==> config.mk <==
export PLATFORM = sky130hd
export DESIGN_NAME = cqe_ctrl
export DESIGN_NICKNAME = d
export VERILOG_FILES = /design/src/sv/cqe_pkg.sv /design/src/sv/cqe_ctrl.sv
export SDC_FILE = /design/constraint.sdc
export NUM_CORES = 1
export LEC_CHECK = 0
export BUFFER_PORTS_ARGS = -buffer_cell sky130_fd_sc_hd__clkbuf_2
export CORE_AREA = 4 4 231 233
export DETAILED_ROUTE_END_ITERATION = 6
export DIE_AREA = 0 0 235 237
export PLACE_DENSITY = 0.54
export REMOVE_ABC_BUFFERS = 1
export SLEW_MARGIN = 30
export SYNTH_ARGS = -nofsm -noshare
export SYNTH_HDL_FRONTEND = slang
export SYNTH_SLANG_ARGS = --single-unit
==> constraint.sdc <==
create_clock -name clk_i -period 9.7 [get_ports clk_i]
set_input_delay 0.485 -clock clk_i [delete_from_list [all_inputs] [get_ports clk_i]]
set_output_delay 0.485 -clock clk_i [all_outputs]
set_load 0.005 [all_outputs]
==> src/sv/cqe_pkg.sv <==
// Package for the completion queue engine: sizes, codes and word types.
// No dependencies; imported by every module of the block.
`timescale 1ns / 1ps
package cqe_pkg;
  localparam int Depth = 256;
  localparam int MaxPoll = 64;
  localparam int PtrW = $clog2(Depth);
  localparam int OccW = $clog2(Depth + 1);

  localparam logic [2:0] FuncInsert = 3'd0;
  localparam logic [2:0] FuncPoll = 3'd1;
  localparam logic [2:0] FuncArm = 3'd2;
  localparam logic [2:0] FuncRemove = 3'd3;
  localparam logic [2:0] FuncForce = 3'd4;

  localparam logic [1:0] CodeOk = 2'd0;
  localparam logic [1:0] CodeErr = 2'd1;
  localparam logic [1:0] CodeOvf = 2'd2;

  localparam logic [1:0] EvNone = 2'd0;
  localparam logic [1:0] EvComp = 2'd1;
  localparam logic [1:0] EvErr = 2'd2;

  localparam logic [1:0] ModeNone = 2'd0;
  localparam logic [1:0] ModeSol = 2'd1;
  localparam logic [1:0] ModeNext = 2'd2;

  typedef struct packed {
    logic [2:0]  func;
    logic [63:0] wr_id_in;
    logic [7:0]  wc_status_in;
    logic [7:0]  opcode_in;
    logic [23:0] qp_num_in;
    logic [31:0] byte_len_in;
    logic [31:0] imm_in;
    logic [7:0]  wc_flags_in;
    logic        solicited;
    logic [6:0]  poll_count;
    logic [2:0]  arm_flags;
  } cqe_in_t;

  typedef struct packed {
    logic [1:0]  result_code;
    logic [63:0] wr_id_out;
    logic [7:0]  wc_status_out;
    logic [7:0]  opcode_out;
    logic [23:0] qp_num_out;
    logic [31:0] byte_len_out;
    logic [31:0] imm_out;
    logic [7:0]  wc_flags_out;
    logic [1:0]  event_out;
    logic        missed_out;
    logic [8:0]  count_out;
    logic        last;
  } cqe_out_t;

  // One stored completion.
  typedef struct packed {
    logic [63:0] wr_id;
    logic [7:0]  status;
    logic [7:0]  opcode;
    logic [23:0] qp;
    logic [31:0] len;
    logic [31:0] imm;
    logic [7:0]  flags;
  } cqe_entry_t;

  // Controller to datapath commands.
  typedef struct packed {
    logic            mem_we;
    logic [PtrW-1:0] wr_addr;
    logic            wr_from_in;
    logic            rd_en;
    logic [PtrW-1:0] rd_addr;
  } cqe_cmd_t;
endpackage

==> src/sv/cqe_ctrl.sv <==
// Controller of the completion queue engine: queue pointers, error and
// notify state, and the sequencer for poll and remove. Depends on cqe_pkg.
`timescale 1ns / 1ps
module cqe_ctrl (
  input  logic                clk_i,
  input  logic                rst_ni,
  input  logic                start_i,
  output logic                busy_o,
  input  cqe_pkg::cqe_in_t    in_i,
  input  logic                cfg_valid_i,
  output logic                cfg_ready_o,
  input  logic [8:0]          cfg_data_i,
  output cqe_pkg::cqe_cmd_t   cmd_o,
  input  cqe_pkg::cqe_entry_t rd_data_i,
  output logic                res_valid_o,
  output cqe_pkg::cqe_out_t   res_o
);
  import cqe_pkg::*;

  localparam logic [2:0] StIdle = 3'd0;
  localparam logic [2:0] StPoll = 3'd1;
  localparam logic [2:0] StRem = 3'd2;
  localparam logic [2:0] StRemDone = 3'd3;

  logic [2:0] state_q, state_d;
  logic [PtrW-1:0] head_q, head_d;
  logic [OccW-1:0] occ_q, occ_d;
  logic err_q, err_d;
  logic [1:0] mode_q, mode_d;
  logic notified_q, notified_d;
  logic [8:0] cap_q;
  cqe_in_t in_q, in_d;
  logic [6:0] n_q, n_d;        // entries left to pop
  logic [6:0] k_q, k_d;        // entries popped
  logic [OccW-1:0] i_q, i_d;   // read index during remove
  logic [OccW-1:0] w_q, w_d;   // write index during remove
  logic rv_q, rv_d;            // a read word is waiting to be judged
  logic res_v_d;
  cqe_out_t res_d;
  logic [OccW-1:0] cap_eff;
  logic [6:0] n_lim;
  logic accept;

  assign accept = start_i && (state_q == StIdle);
  assign busy_o = (state_q != StIdle);
  assign cfg_ready_o = 1'b1;
  assign cap_eff = (cap_q > 9'(Depth)) ? OccW'(Depth) : OccW'(cap_q);

  always_comb begin
    n_lim = (in_i.poll_count > 7'(MaxPoll)) ? 7'(MaxPoll) : in_i.poll_count;
    if (OccW'(n_lim) > occ_q) n_lim = 7'(occ_q);
  end

  always_comb begin
    state_d = state_q; head_d = head_q; occ_d = occ_q; err_d = err_q;
    mode_d = mode_q; notified_d = notified_q; in_d = in_q;
    n_d = n_q; k_d = k_q; i_d = i_q; w_d = w_q; rv_d = 1'b0;
    res_v_d = 1'b0; res_d = '0; res_d.last = 1'b1;
    cmd_o = '0;
    case (state_q)
      StIdle: begin
        if (accept) begin
          in_d = in_i;
          case (in_i.func)
            FuncInsert: begin
              res_v_d = 1'b1;
              if (err_q) begin
                res_d.result_code = CodeErr;
              end else if (occ_q >= cap_eff) begin
                err_d = 1'b1;
                res_d.result_code = CodeOvf;
                res_d.event_out = EvErr;
              end else begin
                cmd_o.mem_we = 1'b1;
                cmd_o.wr_from_in = 1'b1;
                cmd_o.wr_addr = head_q + PtrW'(occ_q);
                occ_d = occ_q + OccW'(1);
                if ((mode_q == ModeNext || (mode_q == ModeSol && in_i.solicited))
                    && !notified_q) begin
                  notified_d = 1'b1;
                  res_d.event_out = EvComp;
                end
              end
            end
            FuncPoll: begin
              if (err_q) begin
                res_v_d = 1'b1;
                res_d.result_code = CodeErr;
              end else if (n_lim == '0) begin
                res_v_d = 1'b1;
              end else begin
                cmd_o.rd_en = 1'b1;
                cmd_o.rd_addr = head_q;
                n_d = n_lim; k_d = '0;
                state_d = StPoll;
              end
            end
            FuncArm: begin
              res_v_d = 1'b1;
              if (err_q) begin
                res_d.result_code = CodeErr;
              end else begin
                if (in_i.arm_flags[0]) mode_d = ModeSol;
                else if (in_i.arm_flags[1]) mode_d = ModeNext;
                res_d.missed_out = in_i.arm_flags[2] && (occ_q != '0);
                notified_d = 1'b0;
              end
            end
            FuncRemove: begin
              i_d = '0; w_d = '0;
              state_d = StRem;
            end
            FuncForce: begin
              res_v_d = 1'b1;
              err_d = 1'b1;
              res_d.event_out = EvErr;
            end
            default: res_v_d = 1'b1;
          endcase
        end
      end
      StPoll: begin
        // Read word for the head is ready; emit it and fetch the next unless it is the last.
        res_v_d = 1'b1;
        res_d.wr_id_out = rd_data_i.wr_id;
        res_d.wc_status_out = rd_data_i.status;
        res_d.opcode_out = rd_data_i.opcode;
        res_d.qp_num_out = rd_data_i.qp;
        res_d.byte_len_out = rd_data_i.len;
        res_d.imm_out = rd_data_i.imm;
        res_d.wc_flags_out = rd_data_i.flags;
        res_d.count_out = 9'(k_q) + 9'd1;
        res_d.last = (n_q == 7'd1);
        head_d = head_q + PtrW'(1);
        occ_d = occ_q - OccW'(1);
        k_d = k_q + 7'd1;
        n_d = n_q - 7'd1;
        if (n_q == 7'd1) begin
          state_d = StIdle;
        end else begin
          cmd_o.rd_en = 1'b1;
          cmd_o.rd_addr = head_q + PtrW'(1);
        end
      end
      StRem: begin
        // Read one entry a cycle; judge the previous read and compact it if its qp differs.
        if (rv_q) begin
          if (rd_data_i.qp != in_q.qp_num_in) begin
            cmd_o.mem_we = 1'b1;
            cmd_o.wr_addr = head_q + PtrW'(w_q);
            w_d = w_q + OccW'(1);
          end
        end
        if (i_q < occ_q) begin
          cmd_o.rd_en = 1'b1;
          cmd_o.rd_addr = head_q + PtrW'(i_q);
          i_d = i_q + OccW'(1);
          rv_d = 1'b1;
        end else begin
          state_d = StRemDone;
        end
      end
      StRemDone: begin
        res_v_d = 1'b1;
        res_d.count_out = 9'(occ_q - w_q);
        occ_d = w_q;
        state_d = StIdle;
      end
      default: state_d = StIdle;
    endcase
  end

  always_ff @(posedge clk_i or negedge rst_ni) begin
    if (!rst_ni) begin
      state_q <= StIdle; head_q <= '0; occ_q <= '0; err_q <= 1'b0;
      mode_q <= ModeNone; notified_q <= 1'b1; cap_q <= 9'd256;
      rv_q <= 1'b0; res_valid_o <= 1'b0;
    end else begin
      state_q <= state_d; head_q <= head_d; occ_q <= occ_d; err_q <= err_d;
      mode_q <= mode_d; notified_q <= notified_d; rv_q <= rv_d;
      res_valid_o <= res_v_d;
      if (cfg_valid_i) cap_q <= cfg_data_i;
    end
  end

  always_ff @(posedge clk_i) begin
    in_q <= in_d; n_q <= n_d; k_q <= k_d; i_q <= i_d; w_q <= w_d;
    res_o <= res_d;
  end
endmodule

==> results.sh, run 1 <==
export IMPL_drtPass1Iterations=5
export IMPL_rows=83
export IMPL_netlist_instances=1093
export IMPL_viasPerCell=4.272
export IMPL_drc=0
export IMPL_dieHeight_um=237
export IMPL_rrSetupSlack_ns=6.26
export IMPL_grt_max_degree=102
export IMPL_clock_skew_ns=0.02164
export IMPL_drtAntennaViolNets=0
export IMPL_cts_buffers_inserted=34
export IMPL_crit_path_start_kind="flip-flop"
export IMPL_start_util=0.2299
export IMPL_clkSlewWorstSetupHoldPaths_ns=0.06
export IMPL_power_total_uw=5003
export IMPL_cts_tree="built"
export IMPL_dp_hpwl_mm=39.35
export IMPL_cts_resized=0
export IMPL_clkLatencyLatePin_ns=0.55
export IMPL_yosysTopAreaCell="dfxtp_1"
export IMPL_synthFlopType="dfxtp_1"
export IMPL_finalSetupTns_ns=0
export IMPL_required_ns=9.22
export IMPL_syn_area_um2=11770
export IMPL_cts_sinks=281
export IMPL_cts_buffer_depth=3
export IMPL_r2r_start="state_q[1]"
export IMPL_synth_seq_area_share=0.5402
export IMPL_synth_edff_count=56
export IMPL_worstPathArrival_ns=3.60
export IMPL_drt_initial_drc_count=393
export IMPL_post_cts_buffers=0
export IMPL_crit_type="flip-flop to output pin"
export IMPL_end_kind="output pin"
export IMPL_cts_root_buf="clkbuf_16"
export IMPL_gp_congestion=0.8870
export IMPL_tightest_slew_ns=0.7595
export IMPL_relSlewSlack=0.4937
export IMPL_grt_pass1_vias=9677
export IMPL_finalSetupViolCount=0
export IMPL_final_util=0.3097
export IMPL_min_from="in_i[103]"
export IMPL_status="finished clean"
export IMPL_period_needed_ns=4.086
export IMPL_peakVddDrop_mv=0.1046
export IMPL_drv_slew=0
export IMPL_ys_ff_latch=281
export IMPL_grtUsageTotal=0.1668
export IMPL_synth_top_area_share=0.3249
export IMPL_fin_crit_sh=0.4213
export IMPL_yosys_warnings=0
export IMPL_startpoint="state_q[1]"
export IMPL_drive_above_1_share=0.3372
export IMPL_nNetsFinal=1989
export IMPL_hold_buffers=0
export IMPL_ios=592
export IMPL_wirelength_mm=47.91
export IMPL_fmax_ghz=0.2447
export IMPL_power_leakage_uw=0.007324
export IMPL_vias=9596
export IMPL_syn_avg_cell_area_um2=10.77
export IMPL_antenna_found_initial=9
export IMPL_io_buffer_count=438
export IMPL_layout_commonest_cell="clkbuf_2"
export IMPL_wl_per_cell_um=21.33
export IMPL_cap_violations=0
export IMPL_final_cell_mix="clkbuf_2, dfxtp_1, and2_1"
export IMPL_timing_hold_violations_final=0
export IMPL_synth_distinct_cells=69
export IMPL_hp_class="input port to flip-flop"
export IMPL_area_growth_pct=34.71
export IMPL_rsz0062_at_grt="no"
export IMPL_synth_area_leaders="dfxtp_1, edfxtp_1, and2_1, ha_1, dfrtp_1"
export IMPL_die_area_um2=55700
export IMPL_die_width_um=235
export IMPL_path_max_fanout=53
export IMPL_async_flop_share=0.1210
export IMPL_h_tree_depth=2
export IMPL_pwr_density_cell_nw_per_um2=315.6
export IMPL_core_area_um2=51200
export IMPL_grt_overflow_total=0
export IMPL_grt_pass1_wl_mm=67.96
[final timing paths]
path / depth (start not counted) / end
max in group asynchronous: 2 / cap_q[8]
hold / removal: 1 / in_q[103]
setup / recovery: 9 / cmd_o[7]
setup reg to reg: 11 / occ_q[7]
hold reg to reg: 1 / cap_q[0]
min in group asynchronous: 2 / occ_q[5]
[cell families after synthesis]
| kind of cell | count (synthesis) | share of synthesized area |
|---|---|---|
| AOI/OAI and AO/OA | 153 | 0.08792 |
| xor gates and xnor gates | 82 | 0.06102 |
| adders and majority gates | 71 | 0.07866 |
| buffers and inverters | 73 | 0.02466 |
| DFF | 281 | 0.5402 |
| muxes | 14 | 0.01297 |
| other | 1 | 0.0003186 |
| and+or+nand+nor | 418 | 0.1942 |
[state kept, by name, indices dropped and copies added (netlist names)]
signal / flops
occ_q: 9
res_valid_o: 1
n_q: 7
err_q: 1
head_q: 8
w_q: 9
mode_q: 2
in_q: 24
i_q: 9
k_q: 7
rv_q: 1
state_q: 2
cap_q: 9
res_o: 191
notified_q: 1
[stage by stage]
step	cell area [um2]	setup slack [ns]	std cells	hold WS (ns)
after floorplan	11620	4.372	1058	0.1894
after global placement	14710	6.087	2181	0.4903
after detailed placement	14710	6.053	2181	0.4914
after global routing	15850	5.219	2244	0.1027
final	15860	5.614	2246	0.1227
after CTS	15820	5.465	2241	0.09392
[synth_stat cells, types with 3 or more instances]
| cell type | instances |
|---|---|
| o22ai_1 | 13 |
| buf_2 | 3 |
| mux2i_1 | 4 |
| o41ai_1 | 3 |
| o31a_1 | 3 |
| or3_1 | 9 |
| o21ai_0 | 25 |
| nand2b_1 | 6 |
| buf_1 | 3 |
| a31oi_1 | 5 |
| inv_1 | 36 |
| nor2b_1 | 15 |
| o31ai_1 | 7 |
| a21o_1 | 13 |
| nand3_1 | 25 |
| nor4_1 | 7 |
| nand2_1 | 58 |
| nor2_1 | 65 |
| dfxtp_1 | 191 |
| dfrtp_1 | 32 |
| xnor2_1 | 36 |
| o21bai_1 | 6 |
| nor3_1 | 19 |
| clkbuf_1 | 26 |
| ha_1 | 66 |
| nand4_1 | 6 |
| and2_1 | 182 |
| o21a_1 | 5 |
| edfxtp_1 | 56 |
| a21oi_1 | 43 |
| xor2_1 | 46 |
| mux2_2 | 10 |
| o211ai_1 | 4 |
| or2_2 | 3 |
| fa_1 | 5 |
| and3_1 | 12 |
[layer usage]
layer / wire length [um] / global-route usage / up-vias
li1: - / - / 4640
met1: 17210 / 0.1688 / 4560
met2: 25500 / 0.3166 / 305
met3: 2989 / 0.04810 / 77
met4: 2100 / 0.07465 / 14
met5: 113 / 0 / -
[power by group]
group	total (uW)	internal (uW)	leakage, uW	switching (uW)
Clock	1270	739	0.000548	527
Combinational	1920	819	0.00426	1100
Sequential	1810	1570	0.00252	250
Total	5000	3120	0.00732	1880
[cell type report]
type / instances / area [um2]
Fill cell: 5329 / 35340
Sequential cell: 281 / 6359
Multi-Input combinational cell: 739 / 5129
Timing Repair Buffer: 445 / 2250
Clock buffer: 45 / 1007
Tap cell: 680 / 850.8
Inverter: 38 / 145.1
Clock inverter: 15 / 107.6
Antenna cell: 3 / 7.507
[worst max-delay path, stage by stage (launching register included)]
cell      delay, ns
dfrtp_1        0.46
nand2b_1       0.17
buf_4          0.24
inv_4          0.38
buf_4          0.53
nand2_1        0.46
nor2_1         0.22
a211oi_1       0.07
a41oi_1        0.26
clkbuf_2       0.22
No activity file was read; power rests on OpenSTA's default activity.
==> inputs of run 2 (changes only) <==
--- a/config.mk
+++ b/config.mk
@@ -5,11 +5,12 @@
 export SDC_FILE = /design/constraint.sdc
 export NUM_CORES = 1
 export LEC_CHECK = 0
+export ABC_AREA = 1
 export BUFFER_PORTS_ARGS = -buffer_cell sky130_fd_sc_hd__clkbuf_2
-export CORE_AREA = 4 4 231 233
+export CORE_AREA = 4 4 229 231
 export DETAILED_ROUTE_END_ITERATION = 6
-export DIE_AREA = 0 0 235 237
-export PLACE_DENSITY = 0.54
+export DIE_AREA = 0 0 233 235
+export PLACE_DENSITY = 0.57
 export REMOVE_ABC_BUFFERS = 1
 export SLEW_MARGIN = 30
 export SYNTH_ARGS = -nofsm -noshare
==> constraint.sdc (replaced) <==
create_clock -name clk_i -period 3.45 [get_ports clk_i]
set_input_delay 0.1725 -clock clk_i [delete_from_list [all_inputs] [get_ports clk_i]]
set_output_delay 0.1725 -clock clk_i [all_outputs]
set_load 0.005 [all_outputs]
==> run 2 against run 1 <==
Effect of this change: final area rose by 19%; global-route usage rose by 0.28 points; critical path depth rose by 5; sequential power rose to 2.9 times the previous value; utilization rose by 6.6 points; clock-buffer cell count rose by 3; register-to-register slack got worse by 5.8 ns; largest cell class unchanged; highest routed layer unchanged.
==> results.sh, run 2 <==
export IMPL_layout_cells_non_filler=2791
export IMPL_final_cell_mix="clkbuf_2, inv_1, nor2_1"
export IMPL_clkLatencyLatePin_ns=0.54
export IMPL_cts_buffers_inserted=35
export IMPL_synth_edff_count=56
export IMPL_crit_cells=14
export IMPL_io_buffer_count=438
export IMPL_dp_cells=2502
export IMPL_clkSlewWorstSetupHoldPaths_ns=0.06
export IMPL_drtAntennaViolNets=0
export IMPL_required_ns=3.28
export IMPL_rows=82
export IMPL_worstPathArrival_ns=3.14
export IMPL_use_met2=0.3143
export IMPL_syn_area_um2=12260
export IMPL_fin_crit_sh=0.9589
export IMPL_die_area_um2=54760
export IMPL_start_util=0.2450
export IMPL_yosys_warnings=0
export IMPL_reg2reg_depth=16
export IMPL_dieHeight_um=235
export IMPL_regMostFlops="res_o"
export IMPL_clock_skew_ns=0.01237
export IMPL_grt_overflow_total=0
export IMPL_synth_seq_area_share=0.5185
export IMPL_relSlewSlack=0.5179
export IMPL_grtUsageTotal=0.1697
export IMPL_cts_buffer_depth=3
export IMPL_synthFlopType="dfxtp_1"
export IMPL_wl_per_cell_um=17.38
export IMPL_grt_use_met3=0.04530
export IMPL_end_kind="output pin"
export IMPL_synth_area_leaders="dfxtp_1, edfxtp_1, inv_1, nor2_1, ha_1"
export IMPL_busiest_layer="met2"
export IMPL_peakVddDrop_mv=0.5250
export IMPL_grtUsageMet1=0.1731
export IMPL_power_total_uw=15040
export IMPL_path_max_fanout=8
export IMPL_gp_congestion=0.8654
export IMPL_drt_initial_drc_count=534
export IMPL_period_needed_ns=3.308
export IMPL_drive_above_1_share=0.2759
export IMPL_finalSetupViolCount=0
export IMPL_path_cells="nor4_2, a21oi_2, inv_2, nand2_1, ha_4, a21oi_2, o21ai_0, nand2_1, o2111ai_4, nor2_2, nand3_1, buf_6, o22ai_2, clkbuf_2"
export IMPL_tightest_slew_ns=0.7232
export IMPL_viasPerCell=4.191
export IMPL_synth_top_area_share=0.3118
export IMPL_finalSetupTns_ns=0
export IMPL_status="finished clean"
export IMPL_pwr_density_cell_nw_per_um2=800.3
export IMPL_synth_common_cells="inv_1, nor2_1, dfxtp_1, nand2_1, ha_1"
export IMPL_timing_hold_violations_final=0
export IMPL_fmax_ghz=0.3023
export IMPL_cts_root_buf="clkbuf_16"
export IMPL_cts_sinks=281
export IMPL_core_area_um2=50070
export IMPL_die_width_um=233
export IMPL_crit_path_start_kind="flip-flop"
export IMPL_cap_violations=0
export IMPL_grt_max_degree=147
export IMPL_hold_path_cell_count=3
export IMPL_ios=592
export IMPL_critPathTopFamily="simple AND/OR/NAND/NOR gates"
export IMPL_netlist_instances=1409
export IMPL_yosysTopAreaCell="dfxtp_1"
export IMPL_synth_distinct_cells=60
export IMPL_area_growth_pct=53.23
export IMPL_async_flop_share=0.1210
export IMPL_ys_ff_latch=281
export IMPL_cp_num_buf_inv=3
export IMPL_slowest_delay_ns=0.42
export IMPL_antenna_found_initial=11
export IMPL_synth_most_common_cell="inv_1"
export IMPL_crit_slowest_cell="dfrtp_1"
export IMPL_hold_slack_ns=0.02849
export IMPL_reg_largest_list="res_o (191), in_q (24)"
export IMPL_drc=0
export IMPL_hp_class="input port to flip-flop"
export IMPL_wirelength_mm=48.50
export IMPL_layout_commonest_cell="clkbuf_2"
export IMPL_drtPass1Iterations=5
export IMPL_nNetsFinal=2537
export IMPL_syn_avg_cell_area_um2=8.704
export IMPL_cts_tree="built"
export IMPL_power_leakage_uw=0.009550
export IMPL_largest_register_ffs=191
export IMPL_h_tree_depth=2
export IMPL_drv_slew=0
export IMPL_vias=11700
export IMPL_dp_hpwl_mm=36.80
export IMPL_crit_type="flip-flop to output pin"
export IMPL_grt_pass1_wl_mm=71.18
export IMPL_grt_pass1_vias=12120
-- run 2: cell count changes in the layout (fill, tap and decap cells not counted), moves of 16 or more --
cell,change
nand2_1,+103
nor2_1,+177
xor2_1,-24
inv_1,+237
and2_1,-181
dlygate4sd3_1,+215
o21ai_1,+16
o21ai_0,+18
-- run 2: layer usage --
metal,wire length [um],up-vias,part of all wire
li1,-,5776,-
met1,17760,5450,0.37
met2,24820,359,0.51
met3,3170,103,0.065
met4,2692,8,0.056
met5,57,-,0.0012
-- run 2: report_power, final --
part           internal, uW  switching (uW)
sequential             4470             687
combinational          2430            3710
clock                  2250            1490
-- run 2: cell families (layout without fill, tap and decap cells) --
group / after synthesis / in the layout / share of synthesized area
simple gates: 511 / 511 / 0.1812
buf+inv: 314 / 1018 / 0.09671
flops: 281 / 281 / 0.5185
compound gates: 166 / 166 / 0.07998
fa+ha+maj: 71 / 71 / 0.07549
xor+xnor: 58 / 58 / 0.04142
mux: 7 / 7 / 0.006428
other cells: 1 / 7 / 0.0003058
-- run 2: area by class of cell --
class	instances	area [um2]
inverter	284	1071
multi-input combinational	814	4810
clock inverter	15	177.7
antenna	6	15.01
fill	4923	31280
tap	672	840.8
sequential	281	6364
timing repair buffer	671	4498
clock buffer	48	1017
-- run 2: path summary, 6_finish.rpt --
check	from	end	slack (ns)
max	cap_q[3]	cmd_o[17]	0.14
min	rd_data_i[85]	res_o[98]	0.03
max in group asynchronous	rst_ni	notified_q	2.67
min in group asynchronous	rst_ni	cap_q[0]	0.07
min reg2reg	notified_q	notified_q	0.47
max reg2reg	cap_q[3]	occ_q[4]	0.44
-- run 2: metrics by stage --
step	setup WS, ns	util	instance area, um2
5_1_grt	-0.04908	0.3753	18790
2_1_floorplan	-0.3728	-	12140
4_1_cts	0.003257	0.3729	18670
6_report	0.1419	0.3754	18790
3_5_place_dp	0.4128	0.3054	15290
3_3_place_gp	0.4128	0.3054	15290
-- run 2: repair_timing --
item	4_1_cts	5_1_grt
gates resized for setup	3	21
hold buffers	216	0
setup endpoints to repair	9	19
setup buffers	1	3
pin swaps	1	6
hold endpoints to repair	244	0
-- run 2: tightest hold or removal path, delay by kind of cell --
kind                   cells  cell delay [ns]
buffers and inverters      2             0.22
and+or+nand+nor            1             0.13
